## config.mk

```make
export PLATFORM = sky130hd
export DESIGN_NAME = rmq_queue
export DESIGN_NICKNAME = d
export VERILOG_FILES = /design/src/rtl/rmq_pkg.sv /design/src/rtl/rmq_queue.sv
export SDC_FILE = /design/constraint.sdc
export NUM_CORES = 1
export LEC_CHECK = 0
export BUFFER_PORTS_ARGS = -buffer_cell sky130_fd_sc_hd__buf_2
export CORE_UTILIZATION = 49
export CTS_BUF_LIST = sky130_fd_sc_hd__clkbuf_4 sky130_fd_sc_hd__clkbuf_8
export CTS_CLUSTER_DIAMETER = 200
export DETAILED_ROUTE_END_ITERATION = 12
export GPL_TIMING_DRIVEN = 0
export MAX_ROUTING_LAYER = met4
export PLACE_DENSITY = 0.78
export SETUP_SLACK_MARGIN = 0.05
export SYNTH_ARGS = -nofsm -noshare
export SYNTH_HDL_FRONTEND = slang
export SYNTH_SLANG_ARGS = --single-unit
export TNS_END_PERCENT = 20
```

## constraint.sdc

```tcl
create_clock -name clk -period 9.2 [get_ports clk]
set_input_delay 2.76 -clock clk [delete_from_list [all_inputs] [get_ports clk]]
set_output_delay 2.76 -clock clk [all_outputs]
set_load 0.05 [all_outputs]
```

## src/rtl/rmq_pkg.sv

```systemverilog
package rmq_pkg;

  localparam int MAG_W  = 30;            // normalized magnitude width
  localparam int RAW_W  = 32;            // magnitude width before normalization
  localparam int VAL_W  = 33;            // signed working width of path terms
  localparam int SQ_W   = 2 * MAG_W;     // one squared magnitude
  localparam int SUM_W  = 64;            // sum of four squares, padded to even width
  localparam int ROOT_W = SUM_W / 2;     // norm width
  localparam int SREM_W = ROOT_W + 4;    // square root partial remainder
  localparam int DREM_W = ROOT_W + 1;    // divider partial remainder
  localparam int SH_W   = 5;             // shift amount width

  // One classified, normalized transaction handed from front to back.
  typedef struct packed {
    logic [3:0][MAG_W-1:0] mag;          // x, y, z, w magnitudes
    logic [3:0]            neg;
    logic                  degen;
  } rmq_item_t;

  function automatic logic [15:0] sat16(input logic neg, input logic [63:0] mag);
    logic [15:0] r;
    if (neg) begin
      r = (mag > 64'd32768) ? 16'h8000 : 16'((~mag) + 64'd1);
    end else begin
      r = (mag > 64'd32767) ? 16'h7fff : mag[15:0];
    end
    return r;
  endfunction

endpackage

```

## src/rtl/rmq_queue.sv

```systemverilog
module rmq_queue
  import rmq_pkg::*;
(
  input  logic      clk,
  input  logic      rst,
  input  logic      push,
  input  rmq_item_t din,
  output logic      full,
  output logic      pop,
  output rmq_item_t dout
);

  rmq_item_t  slot [2];
  logic       rd_ptr, wr_ptr;
  logic [1:0] count;

  // the back end never stalls: drain whenever something is held
  assign pop  = (count != 2'd0);
  assign full = (count == 2'd2);
  assign dout = slot[rd_ptr];

  always_ff @(posedge clk) begin
    if (rst) begin
      rd_ptr <= 1'b0;
      wr_ptr <= 1'b0;
      count  <= 2'd0;
    end else begin
      if (push) wr_ptr <= ~wr_ptr;
      if (pop)  rd_ptr <= ~rd_ptr;
      count <= count + 2'(push) - 2'(pop);
    end
    if (push) slot[wr_ptr] <= din;
  end

endmodule

```

# Yosys cells after proc, flatten, opt, wreduce, memory -nomap -nowiden
# Memories as Yosys holds them, arrays and structs flattened. A register that Yosys moved wholly into a read port is not among the register bits.
# Index checks and enable logic that the tools add are counted.
[totals] reg_bits=4 mem_bits_rw=250 inputBits=128 out_inout_bits=127 elab_cells=14 mem_count=1
[memory_table] name="slot" words=2 word_bits=125 rd=1 rd_clocked_by_memory_dff=1 wr=1 line="rmq_queue.sv:13" source="rmq_item_t slot [2];"
[op_classes] add_sub_neg=2 eq_ne=1 mux=4 n_bitwise=2 reduce_logical=1
[ops] op="$mux W1" n=4
[ops] op="$add A2 B1 Y2" n=1
[ops] op="$eq A2 B2 Y1 const B" n=1
[ops] op="$not A1 Y1" n=2
[ops] op="$reduce_bool A2 Y1" n=1
[ops] op="$sub A2 B1 Y2" n=1

# Depth between registers and ports, before layout
[depth] ltp_word=3 depth_mapped=4 mapped_depth_nobuf=4

# Worst setup path before layout
# No wires, ideal clock.
[synth_timing] path_type="input to register" start="input push" end="memory slot[0][0] (netlist bit) (enable)" setup_ns=0.626 arrival_ns=8.180 required_time_ns=8.574 setup_slack_ns=0.394 stages=1 n_path_buf=0 cell_sequence="nor2b_1"
[synth_between] elab_chain_cells=2
[synth_rtl] item="from (decl)" line="rmq_queue.sv:6" source="input logic push,"
[synth_rtl] item="$mux W1" line="rmq_queue.sv:32" source="if (push) slot[wr_ptr] <= din;"
[synth_rtl] item="$mux W1 (not written as such)" line="rmq_queue.sv:32"
[synth_rtl] item="to (decl)" line="rmq_queue.sv:13"
# No other way between the ends.

==> impl_metrics.ini <==
[final_layout]
layout.cells.non_filler = 974
nNetsFinal = 840
fillers = 1311
multi_input_area_sq_um = 1713
seq_area_sq_um = 7607
fin_util = 0.6314
postLayoutCellArea_sq_um = 11850
area_delta_synth_final_pct = 25.74
drive_gt1_frac = 0.6247

[floorplan]
ioPinCount = 255
core-area_sq_um = 18770
start_util = 0.5021
die-area_sq_um = 19790
die_y_microns = 140.7
fp.dieW_microns = 140.7
rows = 50

[cts]
clkTransAtPathRegs_ns = 0.06
htreeDepth = 2
clock_latency_ns = 0.51
cts_sinks = 255
cts_tree = yes
cts_buffers = 40
cts-resized-gates = 0
hold_buffers = 0
cts-root-buf = clkbuf_8
cts_setup_buffers = 0
cts_buffer_depth = 3

[power_and_ir_drop]
p_per_area_nw_per_um2 = 224.8
peakVddDrop_mv = 0.1271
power_w = 0.002664
cellLeakagePower_nw = 4.602

[detailed_routing]
routedWlPerCell_microns = 17.90
drt_iter0_markers = 173
wirelength_microns = 17430
drcViolationCount = 0
viasPerCell = 5.038
ant_nets = 0
vias = 4907
dr.pass1.iters = 4

[global_routing]
antenna_found_initial = 2
grt_pass1_vias = 5237
grt_max_degree = 69
grt_usage = 0.1788
gr-total-overflow = 0
grt_pass1_wl_microns = 26320

[yosys]
synth_top_family_by_area = multiplexers
postSynthAreaPerCell_sq_um = 22.99
netlist.area_leader.share = 0.7966
syn-num-nets = 539
synth_fa_ha_area_frac = 0.001328
synth-seq-cells = 255
netlist_top_cells_count = edfxtp_1 (250), mux2_2 (75), mux2_4 (50)
ys_top_cells_by_area = edfxtp_1 (80%), mux2_2 (9.0%), mux2_4 (8.0%), dfxtp_1 (1.1%), buf_6 (0.84%)
yosysMostFrequentCell = edfxtp_1
yosys.area_share.simple = 0.006771
synth_largest_area_cell = edfxtp_1
syn_area_sq_um = 9424
synth.distinct_cells = 17
synth-async-reset-ratio = 0
synth_edf_count = 250
synthMuxAreaShare = 0.1693
synth_compound_area_frac = 0.002390
synth_xor_area_frac = 0.0009294
yosysWarnings = 0
synth_flop_cell = edfxtp_1
seq_area_frac_synth = 0.8072
syn-instance-count = 410

[sta]
tightest_slew_ns = 0.8282
whs_ns = 0.5746
max_slew_margin = 0.4478
period_share = 0.5066
finalSetupViolCount = 0
period_minus_slack_ns = 4.660
rsz0062_at_grt = false
fin_skew_ns = 0.01622
hold_viol = 0
max_freq_mhz = 214.6
slew_violations = 0

[worst_hold_path]
holdPathEnd = count[1]
hold_start = count[1]
whs_path_depth = 2
hold_path_class = flop to flop

[place]
dp_hpwl_microns = 11740
placed_cell_area_sq_um = 11110
place_congestion = 0.7161
dpl.cell_count = 903
port_buffers = 254

[flow_run]
drv_cap = 0

[critical_path]
endpoint_kind = primary output
reg2reg_from = wr_ptr
crit_type = flop to primary output
crit_fanout = 10
timing.rr.end = slot[1][101]
crit_path_start_kind = flop
cp.arrival_ns = 1.90
reg2regPathDepth = 2
required_ns = 6.44
worst-r2r-setup-slack_ns = 7.25

[status]
status = finished, final reports clean
[critical path: stages (launching register included)]
cell	delay, ns
dfxtp_1	0.32
buf_6	0.15
buf_6	0.18
buf_6	0.20
mux2_4	0.32
buf_2	0.21
[sequential cells by signal, summed over array words and instances, names as in the netlist, named ones only]
| register | count |
|---|---|
| slot | 250 |
| count | 2 |
| rd_ptr | 1 |
| wr_ptr | 1 |
[kinds of logic (layout without fill, tap and decap cells)]
| kind of cell | Yosys count | in the layout |
|---|---|---|
| flops | 255 | 255 |
| buf+inv | 14 | 342 |
| compound gates | 3 | 3 |
| mux | 125 | 125 |
| xor+xnor | 1 | 1 |
| fa+ha+maj | 1 | 1 |
| other cells | 0 | 2 |
| simple gates | 11 | 11 |
[per-layer routing]
layer  wire (microns)  up-vias  global-route usage  part of all wire
met3             1344       42             0.05707             0.077
li1                 -     2250                   -                 -
met4              386        0             0.06064             0.022
met5                0        -                   -                 0
met1             6913     2402              0.2000              0.40
met2             8788      213              0.3030              0.50
[metrics by stage]
stage / setup WS [ns] / setup TNS [ns]
CTS: 4.483 / 0
global placement: -2.325 / -289.44
finish: 4.540 / 0
global route: 4.443 / 0
floorplan: 0.3944 / 0
detailed placement: 4.786 / 0
[worst max-delay path by stage]
| stage | end | slack (ns) | startpoint |
|---|---|---|---|
| 6_report | dout[94] | 4.54 | flop |
| 5_1_grt | dout[73] | 4.44 | flop |
| 4_1_cts | dout[117] | 4.48 | flop |
| 3_5_place_dp | slot[0][90] | 4.79 | push |
| 3_3_place_gp | slot[0][1] | -2.32 | push |
| 2_1_floorplan | slot[0][0] | 0.39 | push |
[cells in the final DEF, fill, tap and decap left out, drive strengths merged]
master  Yosys  routed
nor2b       4       4
nand3b      1       1
a21oi       1       1
dfxtp       5       5
o21a        1       1
xnor2       1       1
or2         1       1
buf        14     273
nor2        1       1
diode       0       2
clkinv      0      12
clkbuf      0      57
a21bo       1       1
and2        1       1
mux2      125     125
ha          1       1
nor3        3       3
edfxtp    250     250
[layout make-up]
cell class              instances  area share
clock inverters                12    0.004012
repair buffers                259      0.1170
plain buffers                  14    0.009608
multi-input cells             141      0.1445
diodes                          2   0.0004223
well taps                     234     0.02471
flip-flops and latches        255      0.6420
clock buffers                  57     0.05776
[where the power goes]
| group | switching, W | leakage, nW | internal [W] |
|---|---|---|---|
| Sequential | 0.0000164 | 2.39 | 0.00135 |
| Combinational | 0.000291 | 1.82 | 0.000129 |
| Clock | 0.000398 | 0.392 | 0.000475 |
| Total | 0.000705 | 4.60 | 0.00196 |
No activity file was read; power rests on OpenSTA's default activity.
