===== src/rtl/rmq_pkg.sv =====
package rmq_pkg;

  localparam int MAG_W  = 30;            // normalized magnitude width
  localparam int RAW_W  = 32;            // magnitude width before normalization
  localparam int VAL_W  = 33;            // signed working width of path terms
  localparam int SQ_W   = 2 * MAG_W;     // one squared magnitude
  localparam int SUM_W  = 64;            // sum of four squares, padded to even width
  localparam int ROOT_W = SUM_W / 2;     // norm width
  localparam int SREM_W = ROOT_W + 4;    // square root partial remainder
  localparam int DREM_W = ROOT_W + 1;    // divider partial remainder
  localparam int SH_W   = 5;             // shift amount width

  // One classified, normalized transaction handed from front to back.
  typedef struct packed {
    logic [3:0][MAG_W-1:0] mag;          // x, y, z, w magnitudes
    logic [3:0]            neg;
    logic                  degen;
  } rmq_item_t;

  function automatic logic [15:0] sat16(input logic neg, input logic [63:0] mag);
    logic [15:0] r;
    if (neg) begin
      r = (mag > 64'd32768) ? 16'h8000 : 16'((~mag) + 64'd1);
    end else begin
      r = (mag > 64'd32767) ? 16'h7fff : mag[15:0];
    end
    return r;
  endfunction

endpackage


===== src/rtl/rmq_front.sv =====
module rmq_front
  import rmq_pkg::*;
#(
  parameter int FRAC_BITS = 14
) (
  input  logic             clk,
  input  logic             rst,
  input  logic             en,
  input  logic             load,
  input  logic [15:0]      r00, r01, r02, r10, r11, r12, r20, r21, r22,
  output logic             push,
  output rmq_item_t        item
);

  localparam logic signed [VAL_W-1:0] ONE = VAL_W'(64'd1 << FRAC_BITS);

  logic                        f1_valid, f2_valid;
  logic [3:0][RAW_W-1:0]       f1_mag, f2_mag;
  logic [3:0]                  f1_neg, f2_neg;
  logic                        f1_degen, f2_degen;
  logic                        f2_left;
  logic [SH_W-1:0]             f2_amt;

  logic signed [VAL_W-1:0] a00, a01, a02, a10, a11, a12, a20, a21, a22;
  logic signed [VAL_W-1:0] trace, rad;
  logic signed [VAL_W-1:0] v [4];
  logic [3:0][RAW_W-1:0]   mag_c;
  logic [3:0]              neg_c;
  logic [RAW_W-1:0]        mor;
  logic [SH_W-1:0]         msb;
  logic                    left_c;
  logic [SH_W-1:0]         amt_c;

  // classify: pick the path and form the unscaled quaternion terms
  always_comb begin
    a00 = VAL_W'($signed(r00)); a01 = VAL_W'($signed(r01)); a02 = VAL_W'($signed(r02));
    a10 = VAL_W'($signed(r10)); a11 = VAL_W'($signed(r11)); a12 = VAL_W'($signed(r12));
    a20 = VAL_W'($signed(r20)); a21 = VAL_W'($signed(r21)); a22 = VAL_W'($signed(r22));
    trace = a00 + a11 + a22;
    if (trace > 0) begin
      rad = trace + ONE;
      v[0] = a21 - a12; v[1] = a02 - a20; v[2] = a10 - a01; v[3] = rad;
    end else if (a00 > a11 && a00 > a22) begin
      rad = a00 - a11 - a22 + ONE;
      v[0] = rad; v[1] = a01 + a10; v[2] = a02 + a20; v[3] = a21 - a12;
    end else if (a11 > a22) begin
      rad = a11 - a00 - a22 + ONE;
      v[0] = a01 + a10; v[1] = rad; v[2] = a12 + a21; v[3] = a02 - a20;
    end else begin
      rad = a22 - a00 - a11 + ONE;
      v[0] = a02 + a20; v[1] = a12 + a21; v[2] = rad; v[3] = a10 - a01;
    end
    for (int i = 0; i < 4; i++) begin
      neg_c[i] = v[i][VAL_W-1];
      mag_c[i] = neg_c[i] ? RAW_W'(-v[i]) : RAW_W'(v[i]);
    end
  end

  // the largest magnitude and the OR of all magnitudes share their top bit
  always_comb begin
    mor = f1_mag[0] | f1_mag[1] | f1_mag[2] | f1_mag[3];
    msb = '0;
    for (int b = 0; b < RAW_W; b++) begin
      if (mor[b]) msb = SH_W'(b);
    end
    left_c = (msb < SH_W'(MAG_W - 1));
    amt_c  = left_c ? SH_W'(MAG_W - 1) - msb : msb - SH_W'(MAG_W - 1);
  end

  always_ff @(posedge clk) begin
    if (rst) begin
      f1_valid <= 1'b0;
      f2_valid <= 1'b0;
    end else if (en) begin
      f1_valid <= load;
      f2_valid <= f1_valid;
    end
    if (en) begin
      f1_mag   <= mag_c;
      f1_neg   <= neg_c;
      f1_degen <= (rad <= 0);
      f2_mag   <= f1_mag;
      f2_neg   <= f1_neg;
      f2_degen <= f1_degen;
      f2_left  <= left_c;
      f2_amt   <= amt_c;
    end
  end

  always_comb begin
    for (int i = 0; i < 4; i++) begin
      item.mag[i] = f2_left ? MAG_W'(f2_mag[i] << f2_amt) : MAG_W'(f2_mag[i] >> f2_amt);
    end
    item.neg   = f2_neg;
    item.degen = f2_degen;
  end

  assign push = f2_valid && en;

endmodule


===== config.mk =====
export PLATFORM = sky130hd
export DESIGN_NAME = rmq_front
export DESIGN_NICKNAME = d
export VERILOG_FILES = /design/src/rtl/rmq_pkg.sv /design/src/rtl/rmq_front.sv
export SDC_FILE = /design/constraint.sdc
export NUM_CORES = 2
export LEC_CHECK = 0
export BUFFER_PORTS_ARGS = -buffer_cell sky130_fd_sc_hd__buf_2
export CORE_MARGIN = 5
export CORE_UTILIZATION = 37
export CTS_CLUSTER_SIZE = 25
export DETAILED_ROUTE_END_ITERATION = 7
export PLACE_DENSITY = 0.57
export SLEW_MARGIN = 10
export SYNTH_ARGS = -nofsm -noshare
export SYNTH_HDL_FRONTEND = slang
export SYNTH_SLANG_ARGS = --single-unit

===== constraint.sdc =====
create_clock -name clk -period 11.4 [get_ports clk]
set_input_delay 2.28 -clock clk [delete_from_list [all_inputs] [get_ports clk]]
set_output_delay 2.28 -clock clk [all_outputs]
set_load 0.01 [all_outputs]

* Yosys cells after proc, flatten, opt, wreduce, memory -nomap -nowiden *
Index checks and enable logic that the tools add are counted.

cells by class
  $lt $le $gt $ge = 6
  add/sub/neg operators = 24
  bitwise gates (word level) = 3
  reduce and logical (&&, ||, !) cells = 2
  shift operators = 8
  mux-type cells = 46

operator list
  operator                                                         number
  two-way mux 132 bit                                              3
  two-way mux 5 bit                                                31
  two-way mux 32 bit                                               4
  negator 32 bit                                                   4
  << shifter 32 x 5 -> 30 bit                                      4
  >> shifter 32 x 5 -> 30 bit                                      4
  two-way mux 30 bit                                               4
  subtractor 16 x 16 -> 17 bit                                     6
  two-way mux 33 bit                                               3
  bitwise OR 32 bit                                                3
  adder 18 x 16 -> 19 bit, second input constant                   4
  adder 16 x 16 -> 17 bit                                          4
  subtractor 17 x 16 -> 18 bit                                     3
  > comparator 16 bit                                              3
  less-or-equal comparator 33 x 1 -> 1 bit, second input constant  1
  adder 17 x 16 -> 18 bit                                          1
  > comparator 18 x 1 -> 1 bit, second input constant              1
  less-than comparator 5 bit, second input constant                1
  subtractor 5 bit, first input constant                           1
  subtractor 5 bit, second input constant                          1
  logical AND 1 bit                                                2
  two-way mux 1 bit                                                1

storage, ports and cells
  register bits = 274
  bits of input ports = 148
  output and inout port bits = 126
  logic and storage cells = 105

* Logic depth before layout (Yosys ltp) *
  depth after elaboration = 36
  depth in mapped cells = 29
  mapped depth without buffers = 23

* Worst setup path after synthesis *
OpenSTA, ideal clock, no wires.

  kind = in2reg
  from = input r00[1]
  to = register f1_mag[110] (netlist name), data pin
  required time = 11.139 ns
  setup time = 0.261 ns
  stages = 26
  data arrival time = 7.735 ns
  path buffers = 6
  slack = 3.404 ns
  path through = fa_1 ha_1 fa_1 clkbuf_1 a211oi_1 nor2_1 o2111ai_1 a31oi_1 o21ai_0 nand2b_1 xnor2_1 ha_1 o2111ai_1 buf_2 nand2_1 buf_2 buf_2 buf_2 buf_1 a21oi_1 inv_1 ha_1 inv_1 nor4b_4 or4b_1 o311a_1

RTL lines
  item                  line             RTL
  start, declared       rmq_front.sv:10  input logic [15:0] r00, r01, r02, r10, r11, r12, r20, r21, r22,
  end signal, assigned  rmq_front.sv:79  f1_mag <= mag_c;
  end, declared         rmq_front.sv:18  logic [3:0][RAW_W-1:0] f1_mag, f2_mag;

* Worst setup path after layout *
  from = input r00[1]
  to = register f1_mag[82] (netlist name), data pin

on the way
  cells in the longest elaborated chain, start to end = 8
  elaborated cells on any way between the ends = 14
  those cells by class = add/sub: 6; order compare: 3; mux: 4; reduce/logical: 1

ends and longest elaborated chain
  item                          line             RTL
  subtractor 16 x 16 -> 17 bit  rmq_front.sv:50  rad = a22 - a00 - a11 + ONE;
  subtractor 17 x 16 -> 18 bit  rmq_front.sv:50
  adder 18 x 16 -> 19 bit       rmq_front.sv:50
  two-way mux 132 bit           rmq_front.sv:46  end else if (a11 > a22) begin
  two-way mux 132 bit           rmq_front.sv:43  end else if (a00 > a11 && a00 > a22) begin
  two-way mux 132 bit *         rmq_front.sv:40  if (trace > 0) begin
  negator 32 bit                rmq_front.sv:55  mag_c[i] = neg_c[i] ? RAW_W'(-v[i]) : RAW_W'(v[i]);
  two-way mux 32 bit *          rmq_front.sv:55

Mark *: on every way between the ends. The rest lies on a longest branch, timed or not.
A chain may end at the register's enable or synchronous reset.

==> results_dict.tcl <==
set metrics [dict create \
    status "complete, no violations" \
    yosysWarningCount 0 \
    critPathLaunchType "primary input" \
    pin_count 274 \
    synth_edf_count 272 \
    min_path_type "flop to flop" \
    worstPathCellList "buf_2, fa_1, ha_1, fa_1, a211oi_1, nor2_1, o2111ai_1, a31oi_1, o21ai_0, nand2b_1, xnor2_1, ha_1, o2111ai_2, buf_4, nand2_2, buf_4, o211ai_1, o21ai_0, ha_1, o2111ai_1, nor3_1, nor4b_1" \
    fin_nets 5054 \
    start_util 0.372 \
    antenna_left 0 \
    place_hpwl_mm 131 \
    cts_resized 0 \
    rrSetupSlack_ps 7800 \
    crit_path_end_kind "flop" \
    wire_per_inst_um 27.4 \
    fin_skew_ps 15.4 \
    die_height_um 326 \
    routed_wl_mm 160 \
    vias 35700 \
    synth-seq-cells 274 \
    layout_common_cells "nor2_1 (412), o21ai_0 (390), mux2i_1 (371)" \
    reg2reg_to "f2_amt[4]$_DFFE_PP_" \
    synth_area_per_cell_um2 8.41 \
    async_reset_ff_frac 0 \
    crit_arrival_ps 8650 \
    hold_violations 0 \
    fmax_mhz 121 \
    rows 116 \
    cellLeakagePower_nw 16.9 \
    grt_first_pass_wirelength_mm 231 \
    numPortBuffers 273 \
    slowest_delay_ps 560 \
    slew_viol_final 0 \
    globalplace.congestion 1.04 \
    root_buffer "clkbuf_16" \
    grt_usage 0.285 \
    slew_headroom 0.199 \
    clock-sinks 274 \
    grt_pass1_vias 33800 \
    worst_pin_slew_ps 1190 \
    ctsHoldBuffers 0 \
    synthFlopType "edfxtp_1" \
    dieArea_um2 107000 \
    ys_types 95 \
    seq_area_frac_synth 0.222 \
    die_x_um 326 \
    cp_slowest_cell "fa_1" \
    vias_per_cell 6.10 \
    fin_cells 5847 \
    vdd_drop_max_uv 124 \
    holdPathEnd "f2_mag[0]$_DFFE_PP_" \
    drt_iter0_markers 3720 \
    dp.cells 5793 \
    syn_area_um2 37000 \
    insertion_delay_ps 560 \
    rr_worst_depth 12 \
    holdPathStages 0 \
    clk_pin_slew_ps 60 \
    fp.coreArea_um2 99700 \
    grt_start_max_net_pins 216 \
    maxCapViolations 0 \
    cts_buffer_depth 3 \
    rr_startpoint "f1_mag[5]$_DFFE_PP_" \
    timing.setup.tns_ps 0 \
    layout-drive-gt1-share 0.118 \
    overflow 0 \
    setup_viol 0 \
    drc_errors 0 \
    path_common_cell "ha_1" \
    synthCells 4406 \
    syn_to_final_growth_pct 9.57 \
    fin_crit_ps 8300 \
    cts_tree "yes" \
    period_share 0.728 \
    numCtsBuffers 29 \
    h-tree-depth 1 \
    antenna_found_initial 2 \
    rsz0062_at_grt "no" \
    layout_commonest_cell "nor2_1" \
    critPathMaxFanout 34 \
    p_per_area_nw_per_um2 153 \
    worst_ep_required_time_ps 11750 \
    firstDrtPassIters 6 \
    crit_type "primary input to flop" \
    cts_setup_buffers 0 \
    hold_start "f1_mag[0]$_DFFE_PP_" \
]
==> synthesized netlist by cell type (21+ instances only) <==
| cell | n | area share |
|---|---|---|
| o211ai_1 | 66 | 0.013 |
| fa_1 | 74 | 0.040 |
| and2_1 | 22 | 0.0037 |
| o31ai_1 | 26 | 0.0053 |
| nor4_1 | 51 | 0.0086 |
| or3_1 | 36 | 0.0061 |
| edfxtp_1 | 272 | 0.22 |
| inv_1 | 217 | 0.022 |
| o21a_1 | 34 | 0.0069 |
| mux2_2 | 51 | 0.016 |
| o21ai_0 | 390 | 0.053 |
| nor2b_1 | 49 | 0.0083 |
| nand2b_1 | 90 | 0.015 |
| nand3_1 | 55 | 0.0074 |
| a21o_1 | 35 | 0.0071 |
| nand2_1 | 325 | 0.033 |
| xor2_1 | 55 | 0.013 |
| a21oi_1 | 317 | 0.043 |
| xnor2_1 | 117 | 0.028 |
| mux4_2 | 56 | 0.034 |
| clkbuf_1 | 170 | 0.017 |
| nor3_1 | 83 | 0.011 |
| ha_1 | 306 | 0.10 |
| a211oi_1 | 47 | 0.0095 |
| nor2_1 | 413 | 0.042 |
| a31oi_1 | 57 | 0.0096 |
| nor3b_1 | 21 | 0.0043 |
| and3_1 | 31 | 0.0052 |
| buf_2 | 29 | 0.0039 |
| buf_1 | 84 | 0.0085 |
| o22ai_1 | 95 | 0.016 |
| mux2i_1 | 371 | 0.10 |
==> report_power, final <==
part	internal, mW	switching, mW
sequential	1.43	0.271
clock	0.606	0.403
combinational	1.19	2.30
==> sequential cells by signal, summed over array words and instances (netlist names) <==
signal / flops
f2_left: 1
f2_degen: 1
f1_mag: 128
f2_neg: 4
f2_mag: 128
f1_degen: 1
f2_valid: 1
f2_amt: 5
f1_neg: 4
f1_valid: 1
==> critical path, delay by kind of cell <==
family                   cells  cell delay, ps
AND/OR/NAND/NOR              5            1350
adder cells (fa/ha/maj)      5            1830
buffers and inverters        3             910
XOR/XNOR                     1             320
AO/OA/AOI/OAI                8            1910
==> per-layer routing <==
metal	GRT usage	up-vias	routed length (um)
met5	0	-	0
met3	0.0312	374	10800
met1	0.371	17000	66000
met4	0.160	0	11000
met2	0.463	1759	72400
li1	-	16500	-
==> stage by stage <==
step                power [mW]  instance area, um2  setup WS (ps)  hold slack [ps]  utilization
floorplan                 3.72               37200           3400              400            -
global placement          5.11               39600           2680              409        0.397
detailed placement        5.11               39600           2690              420        0.397
CTS                       6.13               40600           3250              433        0.407
global route              6.49               40600           2730              447        0.407
finish                    6.21               40600           3100              434        0.407
==> layout make-up <==
type                    instances  area, um2
diodes                          1       2.50
clock buffers                  31        733
clock inverters                22        289
fillers                     10200      59100
inverters                     218        826
multi-input cells            3678      27100
flip-flops and latches        274       8210
well taps                    1298       1620
repair buffers                325       1800
==> cells by family after synthesis <==
| group | share of synthesized area |
|---|---|
| AO/OA/AOI/OAI | 0.227 |
| AND/OR/NAND/NOR | 0.165 |
| buffers and inverters | 0.0532 |
| other | 0.000101 |
| adder cells (fa/ha/maj) | 0.143 |
| flip-flops | 0.222 |
| XOR/XNOR | 0.0407 |
| multiplexers | 0.150 |
==> worst max-delay path by stage <==
stage,end,start
after global placement,f1_mag[110]$_DFFE_PP_,r00[1]
after CTS,f1_mag[110]$_DFFE_PP_,r00[1]
after global routing,f1_mag[46]$_DFFE_PP_,r00[1]
after detailed placement,f1_mag[110]$_DFFE_PP_,r00[1]
final,f1_mag[82]$_SDFFCE_PP0P_,r00[1]
after floorplan,f1_mag[110]$_DFFE_PP_,r00[1]
Power figures use the tool's default switching activity.
